==> src/hdl/assert_macros.svh <==
// Assertion helpers shared by the transmitter RTL.
`ifndef ASSERT_MACROS_SVH
`define ASSERT_MACROS_SVH

`ifndef NO_ASSERTIONS

// Check prop on every rising edge of clk, skipped while rst_n is low.
`define ASSERT_CLK(label, clk, rst_n, prop, msg) \
	label: assert property (@(posedge clk) disable iff (!rst_n) (prop)) else $error(msg);

// Same check, also held during reset.
`define ASSERT_ALWAYS(label, clk, prop, msg) \
	label: assert property (@(posedge clk) (prop)) else $error(msg);

`else

`define ASSERT_CLK(label, clk, rst_n, prop, msg)
`define ASSERT_ALWAYS(label, clk, prop, msg)

`endif

`endif

==> src/hdl/mft_pkg.sv <==
package mft_pkg;

	localparam int MAX_FRAME_BITS = 32;
	localparam int FRAME_CAP = (MAX_FRAME_BITS < 32) ? MAX_FRAME_BITS : 32;
	localparam int LEN_W = 6;
	localparam int TICK_W = 16;

	localparam logic [TICK_W-1:0] HBT_RESET = 16'd417;

	// Register byte offsets
	localparam logic [2:0] ADDR_HALF_BIT_TICKS = 3'd0;

	typedef enum logic [1:0] {
		PH_IDLE   = 2'd0,
		PH_START  = 2'd1,
		PH_DATA   = 2'd2,
		PH_RETURN = 2'd3
	} tx_phase_t;

	// One result, line level in bit 0
	typedef struct packed {
		logic done_res;
		logic busy_res;
		logic line_level;
	} mft_result_t;

endpackage

==> src/hdl/mft_regs.sv <==
module mft_regs (
	input  logic        clk,
	input  logic        arst_n,
	input  logic        psel,
	input  logic        penable,
	input  logic        pwrite,
	input  logic [2:0]  paddr,
	input  logic [31:0] pwdata,
	output logic [31:0] prdata,
	output logic        pready,
	output logic [mft_pkg::TICK_W-1:0] half_bit_ticks
);
	import mft_pkg::*;

	logic [TICK_W-1:0] hbt_q;
	logic              sel_hbt;

	// Only bit 2 selects a register; low bits are ignored.
	assign sel_hbt = (paddr[2] == ADDR_HALF_BIT_TICKS[2]);
	assign pready  = 1'b1;

	always_ff @(posedge clk or negedge arst_n) begin
		if (!arst_n) begin
			hbt_q <= HBT_RESET;
		end else if (psel && penable && pwrite && pready && sel_hbt) begin
			hbt_q <= pwdata[TICK_W-1:0];
		end
	end

	assign prdata = sel_hbt ? {{(32-TICK_W){1'b0}}, hbt_q} : 32'd0;
	assign half_bit_ticks = hbt_q;

endmodule

==> src/hdl/mft_core.sv <==
`include "assert_macros.svh"

module mft_core (
	input  logic                       clk,
	input  logic                       arst_n,
	input  logic                       accept,
	input  logic                       operation,
	input  logic [31:0]                frame_value,
	input  logic [mft_pkg::LEN_W-1:0]  frame_length,
	input  logic [mft_pkg::TICK_W-1:0] half_bit_ticks,
	output mft_pkg::mft_result_t       result
);
	import mft_pkg::*;

	tx_phase_t         phase_q, phase_n;
	logic              line_q, line_n;
	logic              half_q, half_n;
	logic [TICK_W-1:0] tc_q, tc_n;
	logic [31:0]       shift_q, shift_n;
	logic [LEN_W-1:0]  rem_q, rem_n;
	logic              done_n;

	logic [LEN_W-1:0]  len_sat;
	logic [4:0]        lshift;
	logic [TICK_W-1:0] period;
	logic [TICK_W-1:0] tc_inc;
	logic [31:0]       shift_adv;
	logic [LEN_W-1:0]  rem_dec;

	assign len_sat   = (frame_length > LEN_W'(FRAME_CAP)) ? LEN_W'(FRAME_CAP) : frame_length;
	assign lshift    = 5'(LEN_W'(32) - len_sat);
	assign period    = (half_bit_ticks == '0) ? TICK_W'(1) : half_bit_ticks;
	assign tc_inc    = tc_q + TICK_W'(1);
	assign shift_adv = {shift_q[30:0], 1'b0};
	assign rem_dec   = rem_q - LEN_W'(1);

	// Next state
	always_comb begin
		phase_n = phase_q;
		line_n  = line_q;
		half_n  = half_q;
		tc_n    = tc_q;
		shift_n = shift_q;
		rem_n   = rem_q;
		done_n  = 1'b0;
		if (operation) begin
			shift_n = (len_sat == '0) ? 32'd0 : (frame_value << lshift);
			rem_n   = len_sat;
			phase_n = PH_START;
			half_n  = 1'b0;
			line_n  = 1'b0;
			tc_n    = '0;
		end else if (phase_q != PH_IDLE) begin
			if (tc_inc == '0 || tc_inc >= period) begin
				tc_n = '0;
				case (phase_q)
					PH_START: begin
						if (!half_q) begin
							half_n = 1'b1;
							line_n = 1'b1;
						end else if (rem_q == '0) begin
							phase_n = PH_IDLE;
							line_n  = 1'b1;
							half_n  = 1'b0;
							done_n  = 1'b1;
						end else begin
							phase_n = PH_DATA;
							half_n  = 1'b0;
							line_n  = ~shift_q[31];
						end
					end
					PH_DATA: begin
						if (!half_q) begin
							half_n = 1'b1;
							line_n = shift_q[31];
						end else begin
							shift_n = shift_adv;
							rem_n   = rem_dec;
							if (rem_dec == '0) begin
								half_n = 1'b0;
								line_n = 1'b1;
								if (!line_q) begin
									phase_n = PH_RETURN;
								end else begin
									phase_n = PH_IDLE;
									done_n  = 1'b1;
								end
							end else begin
								half_n = 1'b0;
								line_n = ~shift_adv[31];
							end
						end
					end
					default: begin
						// return half bit has ended
						phase_n = PH_IDLE;
						line_n  = 1'b1;
						half_n  = 1'b0;
						done_n  = 1'b1;
					end
				endcase
			end else begin
				tc_n = tc_inc;
			end
		end
	end

	// Result of the item being accepted
	always_comb begin
		result.line_level = line_n;
		result.busy_res   = (phase_n != PH_IDLE);
		result.done_res   = done_n;
	end

	always_ff @(posedge clk or negedge arst_n) begin
		if (!arst_n) begin
			phase_q <= PH_IDLE;
			line_q  <= 1'b1;
			half_q  <= 1'b0;
			tc_q    <= '0;
			shift_q <= '0;
			rem_q   <= '0;
		end else if (accept) begin
			phase_q <= phase_n;
			line_q  <= line_n;
			half_q  <= half_n;
			tc_q    <= tc_n;
			shift_q <= shift_n;
			rem_q   <= rem_n;
		end
	end

	`ASSERT_CLK(a_idle_line_high, clk, arst_n, (phase_q != PH_IDLE) || line_q, "idle line not high")
	`ASSERT_CLK(a_return_line_high, clk, arst_n, (phase_q == PH_RETURN) |-> line_q,
		"return half bit not high")
	`ASSERT_CLK(a_done_ends_frame, clk, arst_n,
		(accept && result.done_res) |=> (phase_q == PH_IDLE && tc_q == '0),
		"done without going idle")
	`ASSERT_CLK(a_rem_bound, clk, arst_n, rem_q <= LEN_W'(FRAME_CAP), "bit count out of range")

endmodule

==> src/hdl/mft_outbuf.sv <==
`include "assert_macros.svh"

module mft_outbuf (
	input  logic                 clk,
	input  logic                 arst_n,
	input  logic                 push,
	input  mft_pkg::mft_result_t push_data,
	output logic                 space,
	output logic                 out_valid,
	input  logic                 out_ready,
	output mft_pkg::mft_result_t out_data
);
	import mft_pkg::*;

	mft_result_t mem_q [2];
	logic        rd_q, wr_q;
	logic [1:0]  count_q;
	logic        pop;

	assign pop       = out_valid && out_ready;
	assign out_valid = (count_q != 2'd0);
	assign space     = (count_q != 2'd2);
	assign out_data  = mem_q[rd_q];

	always_ff @(posedge clk) begin
		if (push) begin
			mem_q[wr_q] <= push_data;
		end
	end

	always_ff @(posedge clk or negedge arst_n) begin
		if (!arst_n) begin
			rd_q    <= 1'b0;
			wr_q    <= 1'b0;
			count_q <= 2'd0;
		end else begin
			if (push) begin
				wr_q <= ~wr_q;
			end
			if (pop) begin
				rd_q <= ~rd_q;
			end
			case ({push, pop})
				2'b10:   count_q <= count_q + 2'd1;
				2'b01:   count_q <= count_q - 2'd1;
				default: count_q <= count_q;
			endcase
		end
	end

	`ASSERT_CLK(a_no_overflow, clk, arst_n, push |-> space, "push into full buffer")
	`ASSERT_CLK(a_count_ptrs, clk, arst_n,
		(count_q == 2'd1) == (rd_q != wr_q), "count disagrees with pointers")

endmodule

==> src/hdl/manchester_frame_transmitter.sv <==
// Manchester frame transmitter: one biphase line level per request.
// Input stream (s_*): each request is one timer tick (s_tuser = 0) or a start
// of a new frame (s_tuser = 1) carrying frame_value and frame_length in
// s_tdata. A start loads the frame, sent MSB first, and pulls the line low
// for the start bit. Each tick advances the half-bit timer.
// Output stream (m_*): exactly one result per request: line level, busy and
// a one-request done pulse when the frame completes.
// Output: a request's result enters the two-entry result buffer when taken.
// Throughput: one request per cycle while the buffer has room, set by the
// single state update between the state registers and that buffer.
// Stall: while the receiver holds m_tready low the buffer keeps up to two
// results; s_tready drops only once both entries are full.
// Config: half_bit_ticks at byte address 0 over APB (0 acts as 1).
// Reset: line idle high, not busy, buffer empty, half_bit_ticks = 417.
module manchester_frame_transmitter (
	input  logic        clk,
	input  logic        arst_n,
	// input requests
	input  logic        s_tvalid,
	output logic        s_tready,
	input  logic [39:0] s_tdata,   // [31:0] frame_value, [37:32] frame_length, rest 0
	input  logic        s_tuser,   // [0] operation
	// results
	output logic        m_tvalid,
	input  logic        m_tready,
	output logic [7:0]  m_tdata,   // [0] line_level, [1] busy_res, [2] done_res, rest 0
	// configuration
	input  logic        psel,
	input  logic        penable,
	input  logic        pwrite,
	input  logic [2:0]  paddr,
	input  logic [31:0] pwdata,
	output logic [31:0] prdata,
	output logic        pready
);
	import mft_pkg::*;

	logic [TICK_W-1:0] half_bit_ticks;
	logic              accept;
	logic              space;
	mft_result_t       result;
	mft_result_t       out_result;

	// Take a request whenever the result buffer has room.
	assign s_tready = space;
	assign accept   = s_tvalid && s_tready;

	mft_regs u_regs (
		.clk            (clk),
		.arst_n         (arst_n),
		.psel           (psel),
		.penable        (penable),
		.pwrite         (pwrite),
		.paddr          (paddr),
		.pwdata         (pwdata),
		.prdata         (prdata),
		.pready         (pready),
		.half_bit_ticks (half_bit_ticks)
	);

	// Advance the line state on every accepted request.
	mft_core u_core (
		.clk            (clk),
		.arst_n         (arst_n),
		.accept         (accept),
		.operation      (s_tuser),
		.frame_value    (s_tdata[31:0]),
		.frame_length   (s_tdata[37:32]),
		.half_bit_ticks (half_bit_ticks),
		.result         (result)
	);

	// Hold results here until the receiver takes them.
	mft_outbuf u_outbuf (
		.clk       (clk),
		.arst_n    (arst_n),
		.push      (accept),
		.push_data (result),
		.space     (space),
		.out_valid (m_tvalid),
		.out_ready (m_tready),
		.out_data  (out_result)
	);

	assign m_tdata = {5'd0, out_result};

endmodule
==> config.mk <==
export PLATFORM = sky130hd
export DESIGN_NAME = manchester_frame_transmitter
export DESIGN_NICKNAME = d
export VERILOG_FILES = /design/src/hdl/mft_pkg.sv /design/src/hdl/mft_regs.sv /design/src/hdl/mft_core.sv /design/src/hdl/mft_outbuf.sv /design/src/hdl/manchester_frame_transmitter.sv
export VERILOG_INCLUDE_DIRS = /design/src /design/src/hdl
export SDC_FILE = /design/constraint.sdc
export NUM_CORES = 1
export LEC_CHECK = 0
export BUFFER_PORTS_ARGS = -buffer_cell sky130_fd_sc_hd__buf_4
export CAP_MARGIN = 0
export CORE_ASPECT_RATIO = 1.2
export CORE_MARGIN = 2
export CORE_UTILIZATION = 48
export CTS_CLUSTER_SIZE = 8
export DETAILED_ROUTE_END_ITERATION = 8
export PLACE_DENSITY_LB_ADDON = 0.12
export SLEW_MARGIN = 5
export SYNTH_ARGS = -nofsm -noshare
export SYNTH_HDL_FRONTEND = slang
export SYNTH_SLANG_ARGS = --single-unit
==> constraint.sdc <==
create_clock -name clk -period 4.84 [get_ports clk]
set_input_delay 0.968 -clock clk [delete_from_list [all_inputs] [get_ports clk]]
set_output_delay 0.968 -clock clk [all_outputs]
set_load 0.03 [all_outputs]
Yosys cells after proc, flatten, opt, wreduce, memory -nomap -nowiden

Memories as Yosys holds them, arrays and structs flattened.
Cells that the tools add are included.

$add $sub $neg: 5
Order comparisons: 2
Equality and inequality tests: 5
Shift-type cells: 1
Multiplexer cells: 51
Bitwise operators: 5
Reduce and logical (&&, ||, !) cells: 23

Operators by type and width:

| cell                                                                | count |
|---|---|
| 32-bit two-way mux                                                  | 6 |
| 16-bit two-way mux                                                  | 5 |
| 6-bit two-way mux                                                   | 6 |
| 16-bit zero test                                                    | 2 |
| 32-bit by 5-bit left shift with 32-bit output                       | 1 |
| 1-bit two-way mux                                                   | 22 |
| 6-bit zero test                                                     | 3 |
| 16-bit by 1-bit adder with 16-bit output (second input constant)    | 1 |
| 16-bit >= comparator                                                | 1 |
| 2-bit two-way mux                                                   | 8 |
| 2-bit nonzero test                                                  | 8 |
| 2-bit case mux with 2 select lines                                  | 2 |
| 6-bit > comparator (second input constant)                          | 1 |
| 6-bit by 1-bit subtractor with 6-bit output (second input constant) | 1 |
| 1-bit logical AND                                                   | 5 |
| 1-bit NOT                                                           | 5 |
| 5-bit AND reduction                                                 | 1 |
| 1-bit by 5-bit subtractor with 5-bit output (first input constant)  | 1 |
| 2-bit by 1-bit == test with 1-bit output (second input constant)    | 2 |
| 2-bit == test (second input constant)                               | 2 |
| 1-bit case mux with 2 select lines                                  | 2 |
| 3-bit AND reduction                                                 | 1 |
| 2-bit by 1-bit adder with 2-bit output (second input constant)      | 1 |
| 2-bit inequality test (second input constant)                       | 1 |
| 4 further kinds                                                     | 4 |

Flip-flop bits (word level): 78
Memory bits (writable): 6
Input port bits: 83
Output and inout bits: 43
Logic and storage cells: 103
Memories kept: 1

Memory list:

| name           | words | bits a word | read ports | clocked after memory_dff | write ports | line             | RTL |
|---|---|---|---|---|---|---|---|
| u_outbuf.mem_q | 2     | 3           | 1          | 0                        | 1           | mft_outbuf.sv:15 | `mft_result_t mem_q [2];` |

Depth between registers and ports, before layout

Depth after elaboration: 9
Depth in mapped cells: 15
Gate-level depth less buffers: 13

Hierarchy

From an unflattened synthesis, not the netlist that was laid out.

Cells, all modules: 752
Area total of the unflattened synthesis: 6701.4 um^2

Modules (own cells, without submodules):

| module                       | times used | cells an instance | area each (um^2) | seq. area each (um^2) |
|---|---|---|---|---|
| mft_core                     | 1          | 649               | 5337.6           | 1452.6 |
| mft_regs                     | 1          | 70                | 904.6            | 405.4 |
| mft_outbuf                   | 1          | 26                | 411.6            | 280.3 |
| manchester_frame_transmitter | 1          | 7                 | 47.5             | 0.0 |

Least setup slack after synthesis

OpenSTA, ideal clock, no wires.

Path type: input-to-reg
From: in s_tdata[32]
To: reg u_core.shift_q[16]
Library setup time: 125 ps
Arrival: 3641 ps
Data required time: 4715 ps
Path slack: 1074 ps
Cell stages on the path: 12
Buffers on the path: 4
Cells stage by stage: nor2b_2 > buf_6 > inv_2 > ha_1 > buf_2 > buf_2 > buf_1 > mux4_2 > mux2i_1 > mux2i_1 > a221o_1 > mux2_2

Word-level cells in the longest chain between the ends: 6
Elaborated cells between the ends (all ways): 7
Those cells by class: 1 x add/sub; 1 x order compare; 1 x shift; 3 x mux; 1 x reduce/logical

Ends and longest elaborated chain:

| element                                       | line                               | RTL |
|---|---|---|
| from (decl)                                   | manchester_frame_transmitter.sv:21 | `input logic [39:0] s_tdata,` |
| 6-bit > comparator                            | mft_core.sv:30                     | `assign len_sat = (frame_length > LEN_W'(FRAME_CAP)) ? LEN_W'(FRAME_CAP) : frame_length;` |
| 6-bit two-way mux (*)                         | mft_core.sv:30                     |  |
| 1-bit by 5-bit subtractor with 5-bit output   | mft_core.sv:31                     | `assign lshift = 5'(LEN_W'(32) - len_sat);` |
| 32-bit by 5-bit left shift with 32-bit output | mft_core.sv:47                     | `shift_n = (len_sat == '0) ? 32'd0 : (frame_value << lshift);` |
| 32-bit two-way mux (*)                        | mft_core.sv:47                     |  |
| 32-bit two-way mux (*)                        | mft_core.sv:46                     | `if (operation) begin` |
| to (signal assigned)                          | mft_core.sv:128                    | `shift_q <= shift_n;` |
| to (decl)                                     | mft_core.sv:19                     | `logic [31:0] shift_q, shift_n;` |

Every way passes the cells marked *; elsewhere a longest branch is shown, timed or not.
A chain may end at the register's enable or synchronous reset.

Worst setup path in the final report

From: reg u_core.tc_q[3]
To: reg u_core.shift_q[29]

Word-level cells in the longest chain between the ends: 5
Elaborated cells between the ends (all ways): 6
Those cells by class: 1 x add/sub; 1 x order compare; 4 x reduce/logical

Ends and longest elaborated chain:

| element                                                  | line            | RTL |
|---|---|---|
| from (decl)                                              | mft_core.sv:18  | `logic [TICK_W-1:0] tc_q, tc_n;` |
| from (signal assigned)                                   | mft_core.sv:127 | `tc_q <= tc_n;` |
| 16-bit by 1-bit adder with 16-bit output (*)             | mft_core.sv:33  | `assign tc_inc = tc_q + TICK_W'(1);` |
| 16-bit >= comparator or 16-bit zero test (tied branches) | mft_core.sv:54  | `if (tc_inc == '0 \|\| tc_inc >= period) begin` |
| 1-bit logical OR (*)                                     | mft_core.sv:54  |  |
| 2-bit nonzero test (no source line) (*)                  | --              |  |
| 5-bit AND reduction (no source line) (*)                 | --              |  |

Marks and branches as above.

==> flow_metrics.env <==
export IMPL_setup_worst_path_start="u_core.tc_q[3]"
export IMPL_yosys_area_share_simple_pct=14.5
export IMPL_coreArea_sq_mm=0.0138
export IMPL_syn_to_final_growth_pct=14.0
export IMPL_final_common_cell="buf_4"
export IMPL_wl_per_cell_um=17.3
export IMPL_crit_fanout=34
export IMPL_clock_latency_ns=0.35
export IMPL_drive_gt1_share_pct=23.7
export IMPL_antenna_found_initial=0
export IMPL_dieArea_sq_mm=0.0150
export IMPL_rsz0062_at_grt="false"
export IMPL_vias=5444
export IMPL_ant_nets=0
export IMPL_port_buffers=83
export IMPL_reg2reg_from="u_core.tc_q[3]"
export IMPL_clkTransAtPathRegs_ns=0.06
export IMPL_drv_cap=0
export IMPL_layout_common_cells="94 x buf_4, 73 x dfrtp_1, 62 x mux2i_1, 50 x nand2_1, 42 x nor2_1"
export IMPL_die_y_um=134
export IMPL_holdCritPathClass="reg -> reg"
export IMPL_holdCritStartpoint="u_outbuf.count_q[1]"
export IMPL_crit_type="reg -> reg"
export IMPL_synth_warnings=0
export IMPL_finClkSkew_ns=0.00890
export IMPL_first_iter_violations=309
export IMPL_grt_pass1_wl_mm=26.1
export IMPL_cellPowerDensity_mw_per_mm2=377
export IMPL_syn_avg_cell_area_sq_um=9.77
export IMPL_cts_setup_buffers=0
export IMPL_drt_drc_violations_left=0
export IMPL_synthMuxAreaShare_pct=24.4
export IMPL_cts_tree="built"
export IMPL_die_x_um=112
export IMPL_slew_headroom_pct=21.3
export IMPL_via_per_inst=5.90
export IMPL_dp_hpwl_mm=11.9
export IMPL_root_buffer="clkbuf_16"
export IMPL_dp_slack_ns=0.611
export IMPL_synth_edf_count=6
export IMPL_cts_max_path_buffers=2
export IMPL_synthArstFlopShare_pct=92.9
export IMPL_start_kind="register"
export IMPL_synth_compound_area_share_pct=14.0
export IMPL_irDropWorstVdd_uv=252
export IMPL_synth_main_ff_cell="dfrtp_1"
export IMPL_synth_seq_area_share_pct=31.8
export IMPL_reg2reg_depth=13
export IMPL_crit_family="compound AO/OA/AOI/OAI gates"
export IMPL_min_path_cells=1
export IMPL_required_ns=5.07
export IMPL_clock_fmax_mhz=234
export IMPL_use_met1_pct=29.0
export IMPL_arrival_ns=4.50
export IMPL_grt_util_met2_pct=34.9
export IMPL_grt_max_degree=79
export IMPL_fin_crit_sh_pct=88.2
export IMPL_grt_usage_pct=21.3
export IMPL_fin_setup_tns_ns=0
export IMPL_start_util_pct=48.9
export IMPL_grt_pass1_vias=5204
export IMPL_status="finished, final reports clean"
export IMPL_core_rowCount=47
export IMPL_synthAdderAreaFrac_pct=4.46
export IMPL_fill_cells=1252
export IMPL_wirelength_mm=15.9
export IMPL_netlist_area_sq_mm=0.00673
export IMPL_tightest_slew_ns=1.18
export IMPL_gp_congestion=0.888
export IMPL_slowest_stage="a21oi_4"
export IMPL_synth_top_family_by_area="multiplexers"
export IMPL_cp_end_kind="register"
export IMPL_cts_sinks=84
export IMPL_setup_viol=0
export IMPL_ios=126
export IMPL_firstDrtPassIters=5
export IMPL_diodes=0
export IMPL_path_buf_inv=2
export IMPL_hold_buffers=0
export IMPL_slew_viol_final=0
export IMPL_final_nets=854
export IMPL_h_tree_depth=3
export IMPL_top_usage_layer="met2"
export IMPL_numCtsBuffers=9
export IMPL_ctsResizeCount=0
export IMPL_finalHoldViolations=0
export IMPL_slowest_delay_ns=0.92
export IMPL_path_depth=13
export IMPL_synthDistinctLibCells=72
export IMPL_overflow=0
export IMPL_grtUsageMet3_pct=2.46
export IMPL_power_leakage_nw=3.42
export IMPL_synthXorXnorAreaFrac_pct=2.86
export IMPL_path_cells="nand4_1, buf_4, nor4_2, xnor2_1, ha_1, nand2_1, o21ai_0, a2111oi_0, buf_4, a21oi_1, a21oi_1, a21oi_4, mux2_2"
export IMPL_setup_ws_ns=0.570
export IMPL_synthCells=689
export IMPL_yosys_register_bits=84
export IMPL_finalCriticalPeriod_ns=4.27
[cell families (layout without fill, tap and decap cells)]
family          after synthesis  in the layout
compound gates              128            128
xor+xnor                     22             22
fa+ha+maj                    24             24
buf+inv                     106            149
flops                        84             84
mux                         130            130
other cells                   2             22
simple gates                193            193
[routing by layer]
metal | up-vias | share of wire [%] | wire (um)
li1 | 2603 | - | -
met1 | 2649 | 46 | 7270
met2 | 164 | 48 | 7620
met3 | 28 | 4.0 | 642
met4 | 0 | 2.5 | 392
met5 | - | 0 | 0
[metrics by stage]
| stage | power, mW | util (%) | instances | hold WS (ns) | area (sq um) |
|---|---|---|---|---|---|
| 3_5_place_dp | 2.14 | 53.4 | 907 | 0.479 | 7350 |
| 3_3_place_gp | 2.10 | 53.4 | 907 | 0.471 | 7350 |
| 6_report | 2.89 | 55.8 | 923 | 0.488 | 7680 |
| 4_1_cts | 2.91 | 55.8 | 923 | 0.491 | 7680 |
| 2_1_floorplan | 1.85 | - | 709 | 0.456 | 6810 |
| 5_1_grt | 3.06 | 55.8 | 923 | 0.513 | 7680 |
[where the power goes]
group | switching, mW | internal, mW | leakage, nW
logic | 0.579 | 0.487 | 2.22
registers | 0.148 | 0.919 | 1.04
clock network | 0.301 | 0.459 | 0.158
[area by class of cell]
class	instances	area (sq um)	share of cell area, %
Clock buffer	10	229	2.98
Clock inverter	6	95.1	1.24
Inverter	39	146	1.91
Multi-Input combinational cell	519	4150	54.0
Sequential cell	84	2140	27.9
Tap cell	171	214	2.79
Timing Repair Buffer	94	706	9.19
[synth_stat cells, types with 6 or more instances]
cell / n / area share [%]
xor2_1: 9 / 1.2
xnor2_1: 13 / 1.7
mux2i_1: 62 / 9.2
ha_1: 24 / 4.5
mux2_1: 17 / 2.8
mux4_2: 23 / 7.7
nor2_1: 42 / 2.3
edfxtp_1: 6 / 2.7
mux2_2: 28 / 4.7
nor2b_1: 7 / 0.65
o21ai_0: 24 / 1.8
nor4_1: 10 / 0.93
a31oi_1: 9 / 0.84
buf_4: 24 / 2.7
nand4_1: 6 / 0.56
nor3_1: 11 / 0.82
nand2_1: 50 / 2.8
a21oi_1: 21 / 1.6
o2bb2ai_1: 11 / 1.4
nand3_1: 18 / 1.3
and3_1: 6 / 0.56
buf_2: 12 / 0.89
clkbuf_1: 23 / 1.3
nand2b_1: 18 / 1.7
o22ai_1: 6 / 0.56
a221o_1: 7 / 1.0
dfrtp_1: 73 / 27
inv_1: 36 / 2.0
[worst paths after layout]
path	to	slack, ns
hold reg to reg	u_outbuf.count_q[1]	0.49
setup / recovery	u_core.shift_q[29]	0.57
max in group asynchronous	u_core.shift_q[16]	3.41
setup reg to reg	u_core.shift_q[29]	0.57
min in group asynchronous	u_core.tc_q[10]	0.78
hold / removal	u_outbuf.count_q[1]	0.49
[state kept, by name, summed over array words and instances, names as in the netlist]
signal,cells
u_core.line_q,1
u_core.shift_q,32
u_outbuf.wr_q,1
u_core.phase_q,2
u_core.rem_q,6
u_core.half_q,1
u_outbuf.mem_q,6
u_core.tc_q,16
u_outbuf.rd_q,1
u_outbuf.count_q,2
u_regs.half_bit_ticks,16
(Power assumes the default switching activity.)
